==> src/json_stream_validator_assert.svh <==
// Assertion helpers for the JSON validator. Both expect clk and rst in scope.
`ifndef JSON_STREAM_VALIDATOR_ASSERT_SVH
`define JSON_STREAM_VALIDATOR_ASSERT_SVH

// Same-cycle implication.
`define JSV_ASSERT_IMP(label, ante, cons) \
  label: assert property (@(posedge clk) disable iff (rst) (ante) |-> (cons)) \
    else $error("json_stream_validator: same-cycle check failed");

// Next-cycle implication.
`define JSV_ASSERT_NXT(label, ante, cons) \
  label: assert property (@(posedge clk) disable iff (rst) (ante) |=> (cons)) \
    else $error("json_stream_validator: next-cycle check failed");

`endif

==> src/jsv_pkg.sv <==
package jsv_pkg;

  typedef enum logic [3:0] {
    ST_PENDING      = 4'd0,
    ST_VALID        = 4'd1,
    ST_BAD_UNICODE  = 4'd2,
    ST_BAD_ESCAPE   = 4'd3,
    ST_CTRL_CHAR    = 4'd4,
    ST_TOO_DEEP     = 4'd5,
    ST_BAD_BRACE    = 4'd6,
    ST_BAD_BRACKET  = 4'd7,
    ST_COMMA_BRACE  = 4'd8,
    ST_COMMA_BRACKET= 4'd9,
    ST_BAD_LITERAL  = 4'd10,
    ST_BAD_CHAR     = 4'd11,
    ST_UNTERM_STR   = 4'd12,
    ST_UNCLOSED     = 4'd13
  } status_t;

  typedef enum logic [1:0] {
    LIT_NONE  = 2'd0,
    LIT_TRUE  = 2'd1,
    LIT_FALSE = 2'd2,
    LIT_NULL  = 2'd3
  } lit_t;

  localparam logic [7:0] DEPTH_LIMIT_RESET = 8'd128;
  localparam logic [7:0] CTRL_LIMIT        = 8'h20;

  // Expected byte of a literal at a given position.
  function automatic logic [7:0] lit_char(input lit_t kind, input logic [2:0] pos);
    logic [7:0] ch;
    ch = 8'h00;
    case (kind)
      LIT_TRUE: begin
        case (pos)
          3'd0:    ch = "t";
          3'd1:    ch = "r";
          3'd2:    ch = "u";
          3'd3:    ch = "e";
          default: ch = 8'h00;
        endcase
      end
      LIT_FALSE: begin
        case (pos)
          3'd0:    ch = "f";
          3'd1:    ch = "a";
          3'd2:    ch = "l";
          3'd3:    ch = "s";
          3'd4:    ch = "e";
          default: ch = 8'h00;
        endcase
      end
      LIT_NULL: begin
        case (pos)
          3'd0:    ch = "n";
          3'd1:    ch = "u";
          3'd2:    ch = "l";
          3'd3:    ch = "l";
          default: ch = 8'h00;
        endcase
      end
      default: ch = 8'h00;
    endcase
    return ch;
  endfunction

  function automatic logic [2:0] lit_len(input lit_t kind);
    logic [2:0] len;
    case (kind)
      LIT_TRUE:  len = 3'd4;
      LIT_FALSE: len = 3'd5;
      LIT_NULL:  len = 3'd4;
      default:   len = 3'd0;
    endcase
    return len;
  endfunction

  function automatic logic is_hex(input logic [7:0] c);
    return (c >= "0" && c <= "9") || (c >= "a" && c <= "f") || (c >= "A" && c <= "F");
  endfunction

  function automatic logic is_num_char(input logic [7:0] c);
    return (c >= "0" && c <= "9") || c == "." || c == "e" || c == "E" ||
           c == "+" || c == "-";
  endfunction

endpackage

==> src/json_stream_validator.sv <==
// Channel   | dir | tdata                          | tlast     | tuser
// ----------+-----+--------------------------------+-----------+------
// s_*       | in  | [7:0] data_byte                | is_last   | -
// m_*       | out | [3:0] status, [35:4] err. off. | doc_done  | -
// cfg_*     | in  | cfg_wdata = depth_limit        | -         | -
//
// A byte is taken each cycle s_tready is high; its status is on m_* the cycle after.
// All parser state, including the nesting stack, updates in the accepting cycle.
// The stack kind bits sit in a small memory read one level below the top.
// rst is synchronous; it clears the parser and sets depth_limit to 128.
// s_tready stays high while the output register is empty or being drained.
`include "json_stream_validator_assert.svh"

module json_stream_validator #(
  parameter int MAX_DEPTH = 128
) (
  input  logic        clk,
  input  logic        rst,
  input  logic        s_tvalid,
  output logic        s_tready,
  input  logic [7:0]  s_tdata,   // [7:0] data_byte
  input  logic        s_tlast,
  output logic        m_tvalid,
  input  logic        m_tready,
  output logic [39:0] m_tdata,   // [3:0] status, [35:4] error_offset, [39:36] zero
  output logic        m_tlast,
  input  logic        cfg_wen,
  input  logic [7:0]  cfg_wdata
);
  import jsv_pkg::*;

  localparam int DW = $clog2(MAX_DEPTH + 1);
  localparam int AW = (MAX_DEPTH > 1) ? $clog2(MAX_DEPTH) : 1;
  localparam logic [DW-1:0] DEPTH_MAX = DW'(MAX_DEPTH);

  // Parser state
  logic [7:0]    depth_limit;
  logic [DW-1:0] nest_depth, nest_depth_next;
  logic          top_kind, top_kind_next;
  logic          below_kind;
  logic          comma_flag, comma_flag_next;
  logic          inside_string, inside_string_next;
  logic          escape_pending, escape_pending_next;
  logic [2:0]    hex_left, hex_left_next;
  lit_t          literal_kind, literal_kind_next;
  logic [2:0]    literal_pos, literal_pos_next;
  logic [31:0]   literal_start, literal_start_next;
  logic          inside_number, inside_number_next;
  logic [31:0]   byte_count;
  status_t       sticky_error, sticky_error_next;
  logic [31:0]   sticky_offset, sticky_offset_next;

  // Output register
  status_t       out_status, res_status;
  logic [31:0]   out_offset, res_offset;
  logic          out_last;

  logic          kind_mem [MAX_DEPTH];
  logic          push, pop, push_kind;
  logic [DW-1:0] depth_after;
  logic [DW:0]   rd_sum;
  logic [AW-1:0] rd_addr;
  logic          accept;
  logic [7:0]    c;
  logic [8:0]    lit_step;

  assign accept   = s_tvalid && s_tready;
  assign s_tready = !m_tvalid || m_tready;
  assign c        = s_tdata;
  assign m_tdata  = {4'b0000, out_offset, out_status};
  assign m_tlast  = out_last;

  always_comb begin
    nest_depth_next     = nest_depth;
    top_kind_next       = top_kind;
    comma_flag_next     = comma_flag;
    inside_string_next  = inside_string;
    escape_pending_next = escape_pending;
    hex_left_next       = hex_left;
    literal_kind_next   = literal_kind;
    literal_pos_next    = literal_pos;
    literal_start_next  = literal_start;
    inside_number_next  = inside_number;
    sticky_error_next   = sticky_error;
    sticky_offset_next  = sticky_offset;
    push                = 1'b0;
    pop                 = 1'b0;
    push_kind           = 1'b0;
    lit_step            = {6'd0, literal_pos} + 9'd1;

    if (sticky_error == ST_PENDING) begin
      if (hex_left != 3'd0) begin
        if (is_hex(c)) begin
          hex_left_next = hex_left - 3'd1;
        end else begin
          sticky_error_next  = ST_BAD_UNICODE;
          sticky_offset_next = byte_count;
        end
      end else if (escape_pending) begin
        escape_pending_next = 1'b0;
        if (c == "u") begin
          hex_left_next = 3'd4;
        end else if (!(c inside {"\"", "\\", "/", "b", "f", "n", "r", "t"})) begin
          sticky_error_next  = ST_BAD_ESCAPE;
          sticky_offset_next = byte_count;
        end
      end else if (inside_string) begin
        if (c == "\\") begin
          escape_pending_next = 1'b1;
        end else if (c == "\"") begin
          inside_string_next = 1'b0;
        end else if (c < CTRL_LIMIT) begin
          sticky_error_next  = ST_CTRL_CHAR;
          sticky_offset_next = byte_count;
        end
      end else if (literal_kind != LIT_NONE) begin
        if (literal_pos < 3'd5 && c == lit_char(literal_kind, literal_pos)) begin
          literal_pos_next = lit_step[2:0];
          if (lit_step >= {6'd0, lit_len(literal_kind)}) begin
            literal_kind_next = LIT_NONE;
            literal_pos_next  = 3'd0;
          end
        end else begin
          sticky_error_next  = ST_BAD_LITERAL;
          sticky_offset_next = literal_start;
        end
      end else if (!(inside_number && is_num_char(c))) begin
        // A non-number byte ends the number and is then parsed on its own.
        inside_number_next = 1'b0;
        if (!(c inside {" ", "\t", "\n", 8'h0D, ":"})) begin
          case (c)
            "\"": begin
              inside_string_next = 1'b1;
              comma_flag_next    = 1'b0;
            end
            "{", "[": begin
              if ({1'b0, 8'(nest_depth)} >= {1'b0, depth_limit} ||
                  nest_depth >= DEPTH_MAX) begin
                sticky_error_next  = ST_TOO_DEEP;
                sticky_offset_next = byte_count;
              end else begin
                push            = 1'b1;
                push_kind       = (c == "{");
                top_kind_next   = (c == "{");
                nest_depth_next = nest_depth + 1'b1;
                comma_flag_next = 1'b0;
              end
            end
            "}", "]": begin
              if (nest_depth == '0 || top_kind != (c == "}")) begin
                sticky_error_next  = (c == "}") ? ST_BAD_BRACE : ST_BAD_BRACKET;
                sticky_offset_next = byte_count;
              end else if (comma_flag) begin
                sticky_error_next  = (c == "}") ? ST_COMMA_BRACE : ST_COMMA_BRACKET;
                sticky_offset_next = byte_count;
              end else begin
                pop             = 1'b1;
                top_kind_next   = below_kind;
                nest_depth_next = nest_depth - 1'b1;
                comma_flag_next = 1'b0;
              end
            end
            ",": begin
              // Only the flag of the open level matters; levels below are
              // cleared again when they become the top.
              if (nest_depth != '0) comma_flag_next = 1'b1;
            end
            "t", "f", "n": begin
              literal_kind_next  = (c == "t") ? LIT_TRUE : (c == "f") ? LIT_FALSE : LIT_NULL;
              literal_pos_next   = 3'd1;
              literal_start_next = byte_count;
              comma_flag_next    = 1'b0;
            end
            default: begin
              if (c == "-" || (c >= "0" && c <= "9")) begin
                inside_number_next = 1'b1;
                comma_flag_next    = 1'b0;
              end else begin
                sticky_error_next  = ST_BAD_CHAR;
                sticky_offset_next = byte_count;
              end
            end
          endcase
        end
      end
    end

    // End-of-document checks run on the state left by the last byte.
    if (s_tlast && sticky_error_next == ST_PENDING) begin
      if (literal_kind_next != LIT_NONE) begin
        sticky_error_next  = ST_BAD_LITERAL;
        sticky_offset_next = literal_start_next;
      end else if (inside_string_next) begin
        sticky_error_next  = ST_UNTERM_STR;
        sticky_offset_next = byte_count;
      end else if (nest_depth_next != '0) begin
        sticky_error_next  = ST_UNCLOSED;
        sticky_offset_next = byte_count;
      end
    end

    if (sticky_error_next != ST_PENDING) begin
      res_status = sticky_error_next;
      res_offset = sticky_offset_next;
    end else begin
      res_status = s_tlast ? ST_VALID : ST_PENDING;
      res_offset = 32'd0;
    end
  end

  // The read port always fetches the level below the top that the next cycle
  // will see; without an accepted word the depth does not move.
  assign depth_after = accept ? nest_depth_next : nest_depth;
  assign rd_sum      = {1'b0, depth_after} - (DW + 1)'(2);
  assign rd_addr     = rd_sum[AW-1:0];

  always_ff @(posedge clk) begin
    if (accept && push) begin
      kind_mem[nest_depth[AW-1:0]] <= push_kind;
    end
    below_kind <= kind_mem[rd_addr];
  end

  always_ff @(posedge clk) begin
    if (rst) begin
      depth_limit <= DEPTH_LIMIT_RESET;
    end else if (cfg_wen) begin
      depth_limit <= cfg_wdata;
    end
  end

  always_ff @(posedge clk) begin
    if (rst) begin
      nest_depth     <= '0;
      top_kind       <= 1'b0;
      comma_flag     <= 1'b0;
      inside_string  <= 1'b0;
      escape_pending <= 1'b0;
      hex_left       <= 3'd0;
      literal_kind   <= LIT_NONE;
      literal_pos    <= 3'd0;
      literal_start  <= 32'd0;
      inside_number  <= 1'b0;
      byte_count     <= 32'd0;
      sticky_error   <= ST_PENDING;
      sticky_offset  <= 32'd0;
    end else if (accept) begin
      if (s_tlast) begin
        nest_depth     <= '0;
        top_kind       <= 1'b0;
        comma_flag     <= 1'b0;
        inside_string  <= 1'b0;
        escape_pending <= 1'b0;
        hex_left       <= 3'd0;
        literal_kind   <= LIT_NONE;
        literal_pos    <= 3'd0;
        literal_start  <= 32'd0;
        inside_number  <= 1'b0;
        byte_count     <= 32'd0;
        sticky_error   <= ST_PENDING;
        sticky_offset  <= 32'd0;
      end else begin
        nest_depth     <= nest_depth_next;
        top_kind       <= top_kind_next;
        comma_flag     <= comma_flag_next;
        inside_string  <= inside_string_next;
        escape_pending <= escape_pending_next;
        hex_left       <= hex_left_next;
        literal_kind   <= literal_kind_next;
        literal_pos    <= literal_pos_next;
        literal_start  <= literal_start_next;
        inside_number  <= inside_number_next;
        byte_count     <= byte_count + 32'd1;
        sticky_error   <= sticky_error_next;
        sticky_offset  <= sticky_offset_next;
      end
    end
  end

  always_ff @(posedge clk) begin
    if (rst) begin
      m_tvalid <= 1'b0;
    end else if (accept) begin
      m_tvalid <= 1'b1;
    end else if (m_tready) begin
      m_tvalid <= 1'b0;
    end
  end

  always_ff @(posedge clk) begin
    if (accept) begin
      out_status <= res_status;
      out_offset <= res_offset;
      out_last   <= s_tlast;
    end
  end

  `JSV_ASSERT_NXT(a_last_clears, accept && s_tlast,
    m_tvalid && m_tlast && nest_depth == '0 && byte_count == 32'd0)
  `JSV_ASSERT_NXT(a_error_sticky, accept && !s_tlast && sticky_error != ST_PENDING,
    sticky_error == $past(sticky_error) && out_status == $past(sticky_error))
  `JSV_ASSERT_IMP(a_done_has_verdict, m_tvalid && m_tlast, out_status != ST_PENDING)
  `JSV_ASSERT_NXT(a_push_depth, accept && push && !s_tlast,
    nest_depth == $past(nest_depth) + 1'b1 && top_kind == $past(push_kind))
  `JSV_ASSERT_IMP(a_comma_needs_level, comma_flag, nest_depth != '0)

endmodule
==> config.mk <==
export PLATFORM = sky130hd
export DESIGN_NAME = json_stream_validator
export DESIGN_NICKNAME = d
export VERILOG_FILES = /design/src/jsv_pkg.sv /design/src/json_stream_validator.sv
export VERILOG_INCLUDE_DIRS = /design/src /design/src/src
export SDC_FILE = /design/constraint.sdc
export NUM_CORES = 1
export LEC_CHECK = 0
export BUFFER_PORTS_ARGS = -buffer_cell sky130_fd_sc_hd__buf_2
export CAP_MARGIN = 20
export CORE_UTILIZATION = 32
export CTS_BUF_LIST = sky130_fd_sc_hd__clkbuf_8
export CTS_CLUSTER_SIZE = 28
export DETAILED_ROUTE_END_ITERATION = 8
export GPL_ROUTABILITY_DRIVEN = 0
export SETUP_SLACK_MARGIN = 0.02
export SLEW_MARGIN = 20
export SYNTH_ARGS = -nofsm -noshare
export SYNTH_HDL_FRONTEND = slang
export SYNTH_SLANG_ARGS = --single-unit
==> constraint.sdc <==
create_clock -name clk -period 5.8 [get_ports clk]
set_input_delay 0.58 -clock clk [delete_from_list [all_inputs] [get_ports clk]]
set_output_delay 0.58 -clock clk [all_outputs]
set_load 0.1 [all_outputs]
==> summary.txt, run 1 <==
TritonCTS Buffers = 52
ys flop type = edfxtp_1
Syn Inst Count = 1,811
fin worst setup slack = 0.4291 ns
final wirelength = 50,680 um
clk sinks = 296
pre-CTS setup slack = 0.3309 ns
drt first pass iters = 6
fin. max-slew vios = 0
io pins = 65
worst-path cell chain = inv_1 > ha_1 > nand2b_1 > a31oi_1 > buf_4 > o2111a_1 > mux2i_1 > o2bb2ai_2 > inv_2 > ha_1 > xnor2_1 > xnor2_4 > buf_4 > mux2_2 > o21ai_0 > a21oi_1 > a211o_1 > nor4bb_1 > or4_1
hold_buf cts = 0
DP Area = 17,640 um2
part of the power in registers = 45.7%
Max stage delay on crit path = 0.61 ns
hold path cells = 3
most frequent cells in the layout = nor2_1 (313), nand2_1 (171), edfxtp_1 (165)
number of synthesized flops with an enable pin = 165
unrepaired setup endpoints after global routing = false
area of the multi-input gates = 8417 um2
startpoint types = register
part of the power in the clock network = 37.2%
post-route setup TNS = 0 ns
Vias = 14,420
CP Data Required Time = 6.31 ns
CTS tree = done
slowest CP cell = dfxtp_1
Die X = 230.1 um
Seq/Total Area, Yosys = 45.51%
Root Driver = clkbuf_8
crit path DAT = 5.88 ns
Clk pin slew, worst setup/hold paths = 0.07 ns
vias in the first global route = 13,810
Slew @ Worst Pin = 0.9970 ns
Rel. slew slack = 33.35%
Die Ht = 230.1 um
Combinational Power Share = 17.1%
Max Cap Viol = 0
Layout area overhead = 12.29%
input/output buffers = 60
Seq cells post-synth = 296
yosys warns = 0
register area = 7579 um2
Routed WL per cell = 19.85 um
Lkg Pwr = 6.656 nW
final net count = 1,872
largest net degree at the start of global routing = 129
post-cts gate resize count = 0
Min Hold Slack = 0.1866 ns
Avg Cell Area, Syn = 9.193 um2
Detail Placement HPWL = 31,270 um
Rows = 83
Sw Pwr = 1.593 mW
Post-Route Skew = 0.04876 ns
count of cell types in the netlist = 91
clk buf depth = 3
starting density of the core = 32.39%
mapped cell area = 16,650 um2
Setup Buffers After CTS = 0
initial antenna violation count = 0
Tot GR Track Use = 18.91%
fill count = 5,163
Critical Path End Type = register
P per Cell Area = 269.6 nW/um2
1st-iter DRT viols = 1,653
clock latency reported for the late side of the worst-skew pair = 0.64 ns
f_max = 186.2 MHz
Final Setup Violations = 0
net switching fraction of the power = 31.60%
crit path time final = 5.371 ns
status = complete, no violations
Min-Delay Path Class = in -> reg
die footprint = 52,940 um2
core area = 51,410 um2
total grt overflow = 0
global-route wire length before repair = 79,250 um
Final Cycle Share = 92.60%
post-DR vias/cell = 5.650
layout cells sized above 1 = 12.71%
most common cell after layout, fill and taps aside = nor2_1
worst-case reg-to-reg path depth = 19
Residual DRC = 0
CP Class = reg -> reg
Antenna Violating Nets Remaining = 0
Worst Path Max Fanout = 11
ys async rst share = 0%
peak supply drop = 219.7 uV
Internal Power = 3.447 mW
Final Instance Area = 18,690 um2
Diodes inserted = 0
Final Hold Viols = 0
H-tree lvl count = 2
## final timing paths
kind / start / to / slack, ns
setup reg to reg: nest_depth[0] / below_kind / 0.43
hold / removal: s_tvalid / m_tvalid / 0.19
setup / recovery: nest_depth[0] / below_kind / 0.43
hold reg to reg: hex_left[2] / hex_left[2] / 0.46
## metal layers
| layer | routed length, um | track usage [%] |
|---|---|---|
| met3 | 3642 | 3.286 |
| met1 | 22290 | 25.45 |
| met2 | 23060 | 30.31 |
| met5 | 0 | 0 |
| met4 | 1686 | 6.767 |
## power by group through the flow
stage	Clock [mW]	Combinational, mW	Sequential (mW)
floorplan	0	0.375	2.60
global placement	0	0.843	2.35
detailed placement	0	0.849	2.35
CTS	1.92	0.855	2.30
global route	2.01	0.911	2.31
finish	1.87	0.864	2.30
## cell usage after synthesis (14+ instances only)
master	instances	share of area, %
clkbuf_1	117	2.6
and3_1	23	0.86
nand3_1	35	1.1
dfxtp_1	131	16
a211oi_1	66	3.0
edfxtp_1	165	30
nand2b_1	15	0.56
nand2_1	171	3.9
a22oi_1	39	1.8
o21ai_0	91	2.7
a221oi_1	14	0.74
mux2i_1	108	6.5
a21oi_1	92	2.8
or3_1	17	0.64
nor2_1	315	7.1
nand4_1	18	0.68
xnor2_1	15	0.79
inv_1	27	0.61
ha_1	20	1.5
xor2_1	26	1.4
mux2_2	18	1.2
o22a_1	16	0.84
o22ai_1	19	0.71
nor3_1	24	0.72
## critical path: cells and delay by family, from the launching register on
kind                       cells  cell delay [ns]
adders and majority gates      2             0.53
muxes                          2             0.58
buffers and inverters          4             0.61
and+or+nand+nor                3             0.79
DFF                            1             0.61
AOI/OAI and AO/OA              6             1.55
xor gates and xnor gates       2             0.58
## cell type report
type	instances	share of cell area [%]
well taps	680	4.551
multi-input cells	1335	45.02
clock buffers	55	4.049
repair buffers	114	3.996
clock inverters	42	1.218
flip-flops and latches	296	40.54
inverters	31	0.6224
## flip-flops by register name, summed over array words and instances (netlist names)
name / flops
byte_count: 32
depth_limit: 8
inside_number: 1
literal_start: 32
sticky_error: 4
top_kind: 1
comma_flag: 1
literal_pos: 3
nest_depth: 8
hex_left: 3
out_offset: 32
out_status: 4
m_tlast: 1
literal_kind: 2
kind_mem: 128
inside_string: 1
m_tvalid: 1
sticky_offset: 32
below_kind: 1
escape_pending: 1
## per-stage QoR
stage	utilization (%)	power (mW)	instances
2_1_floorplan	-	2.975	1814
3_3_place_gp	34.32	3.188	2450
3_5_place_dp	34.32	3.195	2450
4_1_cts	36.23	5.076	2547
5_1_grt	36.37	5.226	2553
6_report	36.37	5.040	2553
## logic make-up (layout without fill, tap and decap cells)
kind of cell	Yosys count	count (layout)	synth area share [%]
xor+xnor	45	45	2.615
other cells	1	4	0.02252
fa+ha+maj	20	20	1.503
simple gates	682	682	18.61
flops	296	296	45.51
buf+inv	183	242	4.645
compound gates	451	451	18.55
mux	133	133	8.545
Power figures use the tool's default switching activity.
==> run 2, diff against run 1 <==
--- a/config.mk
+++ b/config.mk
@@ -6,12 +6,12 @@
 export SDC_FILE = /design/constraint.sdc
 export NUM_CORES = 1
 export LEC_CHECK = 0
-export BUFFER_PORTS_ARGS = -buffer_cell sky130_fd_sc_hd__buf_2
 export CAP_MARGIN = 20
 export CORE_UTILIZATION = 32
 export CTS_BUF_LIST = sky130_fd_sc_hd__clkbuf_8
 export CTS_CLUSTER_SIZE = 28
 export DETAILED_ROUTE_END_ITERATION = 8
+export DONT_BUFFER_PORTS = 1
 export GPL_ROUTABILITY_DRIVEN = 0
 export SETUP_SLACK_MARGIN = 0.02
 export SLEW_MARGIN = 20
==> run 2 against run 1 <==
Compared with the run above: cell count is 2.4% lower; core utilization is 0.51 points lower; clock skew is 0.0056 ns higher; critical path type unchanged; largest power group unchanged.
==> summary.txt, run 2 (same netlist as run 1, synthesis figures left out) <==
1st-iter DRT viols = 1,531
final wirelength = 51,490 um
peak supply drop = 177.6 uV
part of the power in registers = 50.6%
total power after layout = 5.084 mW
CP Data Required Time = 6.31 ns
fin worst setup slack = 0.4489 ns
Layout area overhead = 10.71%
Final Instance Area = 18,430 um2
Vias = 14,160
drt first pass iters = 6
clk buf depth = 3
part of the power in the clock network = 38.9%
CP Class = reg -> reg
H-tree lvl count = 2
Rel. slew slack = 27.08%
Max Cap Viol = 0
input/output buffers = 0
Post-Route Skew = 0.05440 ns
vias in the first global route = 13,760
post-route setup TNS = 0 ns
clk sinks = 296
net switching fraction of the power = 31.52%
fin. max-slew vios = 0
f_max = 186.9 MHz
crit path DAT = 5.86 ns
P per Cell Area = 275.8 nW/um2
TritonCTS Buffers = 53
starting density of the core = 32.39%
Antenna Violating Nets Remaining = 0
Die Ht = 230.1 um
initial antenna violation count = 2
Min Hold Slack = 0.03410 ns
Clk pin slew, worst setup/hold paths = 0.07 ns
core area = 51,410 um2
Internal Power = 3.481 mW
die footprint = 52,940 um2
most frequent cells in the layout = nor2_1 (313), nand2_1 (171), edfxtp_1 (165)
Tot GR Track Use = 19.01%
Rows = 83
Min-Delay Path Class = in -> reg
Slew @ Worst Pin = 1.091 ns
Largest register FFs = 128
placed instance count = 2,385
Final Cycle Share = 92.26%
Lkg Pwr = 6.398 nW
Residual DRC = 0
Sw Pwr = 1.602 mW
post-cts gate resize count = 0
Combinational Power Share = 10.5%
post-DR vias/cell = 5.685
Final Setup Violations = 0
largest net degree at the start of global routing = 129
Root Driver = clkbuf_8
Diodes inserted = 0
total grt overflow = 0
pre-CTS setup slack = 0.3503 ns
Detail Placement HPWL = 31,160 um
unrepaired setup endpoints after global routing = false
DP Area = 17,300 um2
fin util = 35.85%
layout cells sized above 1 = 10.05%
CTS tree = done
Finished Layout Cells = 2,491
Die X = 230.1 um
most common cell after layout, fill and taps aside = nor2_1
startpoint types = register
Final Hold Viols = 0
global-route wire length before repair = 79,610 um
crit path time final = 5.351 ns
final net count = 1,809
Worst Path Max Fanout = 11
io pins = 65
Critical Path End Type = register
Routed WL per cell = 20.67 um
status = complete, no violations
clock latency reported for the late side of the worst-skew pair = 0.65 ns
==> run 2: repair_timing <==
item                                   4_1_cts  5_1_grt
endpoints found under the hold margin       25        0
setup endpoints to repair                    0        1
buffers inserted                             0        4
hold buffers                                 3        0
==> run 2: worst paths after layout <==
path | from | end | slack, ns | depth (start not counted)
max | nest_depth[0] | below_kind | 0.45 | 19
min | rst | literal_start[0] | 0.03 | 1
max reg2reg | nest_depth[0] | below_kind | 0.45 | 19
min reg2reg | hex_left[2] | hex_left[2] | 0.46 | 2
==> run 2: area by class of cell <==
class / instances / area [um2]
flip-flops and latches: 296 / 7579
clock inverters: 37 / 200.2
well taps: 680 / 850.8
repair buffers: 50 / 421.7
clock buffers: 62 / 853.3
fillers: 5183 / 32970
inverters: 31 / 116.4
multi-input cells: 1335 / 8411
==> run 2: power groups by stage <==
stage / Clock (mW) / Combinational [mW] / Sequential (mW)
after detailed placement: 0 / 0.510 / 2.62
final: 1.98 / 0.533 / 2.57
after global routing: 2.10 / 0.576 / 2.58
after global placement: 0 / 0.501 / 2.62
after floorplan: 0 / 0.375 / 2.60
after CTS: 2.02 / 0.523 / 2.57
==> run 2: critical path, cell delays in order (launching register included) <==
cell and delay, ns:
dfxtp_1 0.62, inv_1 0.17, ha_1 0.30, nand2b_1 0.14, a31oi_1 0.40, o2111a_1 0.41, mux2i_1 0.21, o2bb2ai_2 0.21
buf_4 0.20, inv_2 0.05, ha_1 0.21, xnor2_1 0.36, xnor2_4 0.21, buf_4 0.24, mux2_2 0.35, nand2_1 0.06
o221ai_1 0.10, o311ai_0 0.35, nor4bb_1 0.11, or4_1 0.51
==> run 2: per-layer routing <==
layer	vias to the layer above	track usage, %	part of all wire, %
li1	6570	-	-
met1	6858	24.90	43
met2	609	30.60	46
met3	121	4.353	8.0
met4	4	6.581	2.7
met5	-	0	0.052
==> run 3, diff against run 2 <==
--- a/config.mk
+++ b/config.mk
@@ -6,9 +6,8 @@
 export SDC_FILE = /design/constraint.sdc
 export NUM_CORES = 1
 export LEC_CHECK = 0
-export CAP_MARGIN = 20
 export CORE_UTILIZATION = 32
-export CTS_BUF_LIST = sky130_fd_sc_hd__clkbuf_8
+export CTS_BUF_LIST = sky130_fd_sc_hd__clkbuf_16
 export CTS_CLUSTER_SIZE = 28
 export DETAILED_ROUTE_END_ITERATION = 8
 export DONT_BUFFER_PORTS = 1
==> run 3 against run 2 <==
Compared with the run above: core utilization rose by 0.16 points; cell count decreased by 1.4%; worst hold slack better by 0.074 ns; clock-buffer cell count shrank 25; die area stayed put; register-to-register slack lost 0.09 ns; first-iteration DRC count down 1.5%; cell area is 0.45% higher; via count fell by 0.99%; wire length shrank 1.2%; combinational power is 2% lower; clock skew down 0.029 ns; critical endpoint unchanged; largest cell class unchanged.
==> summary.txt, run 3 (same netlist as run 1, synthesis figures left out) <==
status = complete, no violations
fin. max-slew vios = 0
startpoint types = register
final wirelength = 50,860 um
Finished Layout Cells = 2,456
H-tree lvl count = 2
Antenna Violating Nets Remaining = 0
Worst Path Max Fanout = 11
Final Cycle Share = 93.85%
Clk pin slew, worst setup/hold paths = 0.06 ns
Rel. slew slack = 27.29%
initial antenna violation count = 2
unrepaired setup endpoints after global routing = false
peak supply drop = 215.4 uV
post-cts gate resize count = 0
hold_buf cts = 0
Layout area overhead = 11.21%
layout cells sized above 1 = 8.953%
Residual DRC = 0
Vias = 14,020
Die Ht = 230.1 um
Max Cap Viol = 0
hold_sp = rst
f_max = 183.7 MHz
Final Setup Violations = 0
most common cell after layout, fill and taps aside = nor2_1
worst-case reg-to-reg path depth = 19
post-route setup TNS = 0 ns
WHS Endpoint = literal_start[1]
clk sinks = 296
final net count = 1,792
1st-iter DRT viols = 1,508
M3 GR Usage = 3.931%
CP Class = reg -> reg
Max stage delay on crit path = 0.62 ns
TritonCTS Buffers = 36
Critical Path End Type = register
GR met1 Demand/Resource = 24.79%
Slew @ Worst Pin = 1.088 ns
Final Hold Viols = 0
Rows = 83
placed instance count = 2,385
hold path cells = 1
clk buf depth = 3
Post-Route Skew = 0.02586 ns
Min-Delay Path Class = in -> reg
crit path DAT = 5.85 ns
starting density of the core = 32.39%
Min Hold Slack = 0.1086 ns
CP Data Required Time = 6.21 ns
CTS tree = done
P per Cell Area = 288.9 nW/um2
Die X = 230.1 um
core area = 51,410 um2
vias in the first global route = 13,550
Setup Buffers After CTS = 0
fin util = 36.02%
Critical Path Start = nest_depth[0]
most frequent cells in the layout = nor2_1 (313), nand2_1 (171), edfxtp_1 (165)
GR Layer Usage met2 = 30.68%
Diodes inserted = 0
largest net degree at the start of global routing = 129
crit path time final = 5.443 ns
drt first pass iters = 5
input/output buffers = 0
Lkg Pwr = 6.397 nW
slowest CP cell = dfxtp_1
clock latency reported for the late side of the worst-skew pair = 0.55 ns
die footprint = 52,940 um2
total grt overflow = 0
GRT Max-Usage Layer = met2
io pins = 65
Tot GR Track Use = 18.82%
worst r2r src = nest_depth[0]
worst-path cell chain = inv_1 > ha_1 > nand2b_1 > a31oi_1 > o2111a_1 > mux2i_1 > o2bb2ai_2 > buf_4 > inv_2 > ha_1 > xnor2_1 > xnor2_4 > buf_4 > mux2_2 > o21ai_0 > a21oi_1 > a211o_1 > nor4bb_1 > or4_1
Largest register FFs = 128
Detail Placement HPWL = 31,160 um
Routed WL per cell = 20.71 um
global-route wire length before repair = 78,870 um
worst reg2reg setup slack = 0.36 ns
post-DR vias/cell = 5.709
Root Driver = clkbuf_16
FF-to-FF End = below_kind
run 3: changes by cell type in the layout (fill, tap and decap cells not counted):
cell | before | now
clkinv_8 | 1 | 0
clkbuf_16 | 0 | 37
clkinv_1 | 11 | 7
clkinv_2 | 7 | 5
clkbuf_8 | 62 | 0
dlygate4sd3_1 | 2 | 0
buf_4 | 44 | 47
inv_6 | 1 | 3
inv_1 | 42 | 36
clkinvlp_4 | 1 | 0
buf_12 | 3 | 2
bufinv_16 | 1 | 4
clkinv_4 | 1 | 0
run 3: report_power, final:
group	leakage, nW	switching [mW]	internal, mW	total, mW
Sequential	2.81	0.301	2.27	2.57
Combinational	2.99	0.339	0.182	0.522
Clock	0.603	0.919	1.33	2.25
run 3: worst max-delay path by stage:
stage | endpoint | slack [ns]
2_1_floorplan | kind_mem[0] | 0.10
3_3_place_gp | below_kind | 0.48
3_5_place_dp | below_kind | 0.35
4_1_cts | below_kind | 0.26
5_1_grt | below_kind | 0.12
6_report | below_kind | 0.36
run 3: layer usage:
layer,routed length [um],up-vias
met3,3894,96
met5,27,-
met1,22010,6839
li1,-,6528
met4,1258,4
met2,23670,555
run 3: critical path, delay by kind of cell (launching register included):
| kind | cells | cell delay, ns |
|---|---|---|
| fa+ha+maj | 2 | 0.51 |
| mux | 2 | 0.53 |
| flops | 1 | 0.62 |
| xor+xnor | 2 | 0.61 |
| buf+inv | 4 | 0.64 |
| simple gates | 3 | 0.83 |
| compound gates | 6 | 1.55 |
run 3: metrics by stage:
stage	instance area, um2	worst slack (ns)	total power [mW]
final	18510	0.3568	5.349
after global routing	18510	0.1208	5.516
after detailed placement	17300	0.3503	3.127
after global placement	17300	0.4817	3.120
after CTS	18460	0.2637	5.379
after floorplan	16660	0.1049	2.975
run 3: area by class of cell:
type / count / area, um2
tap: 680 / 850.8
multi-input combinational: 1335 / 8411
sequential: 296 / 7579
clock inverter: 27 / 227.7
fill: 5137 / 32890
timing repair buffer: 50 / 404.1
clock buffer: 37 / 925.9
inverter: 31 / 116.4
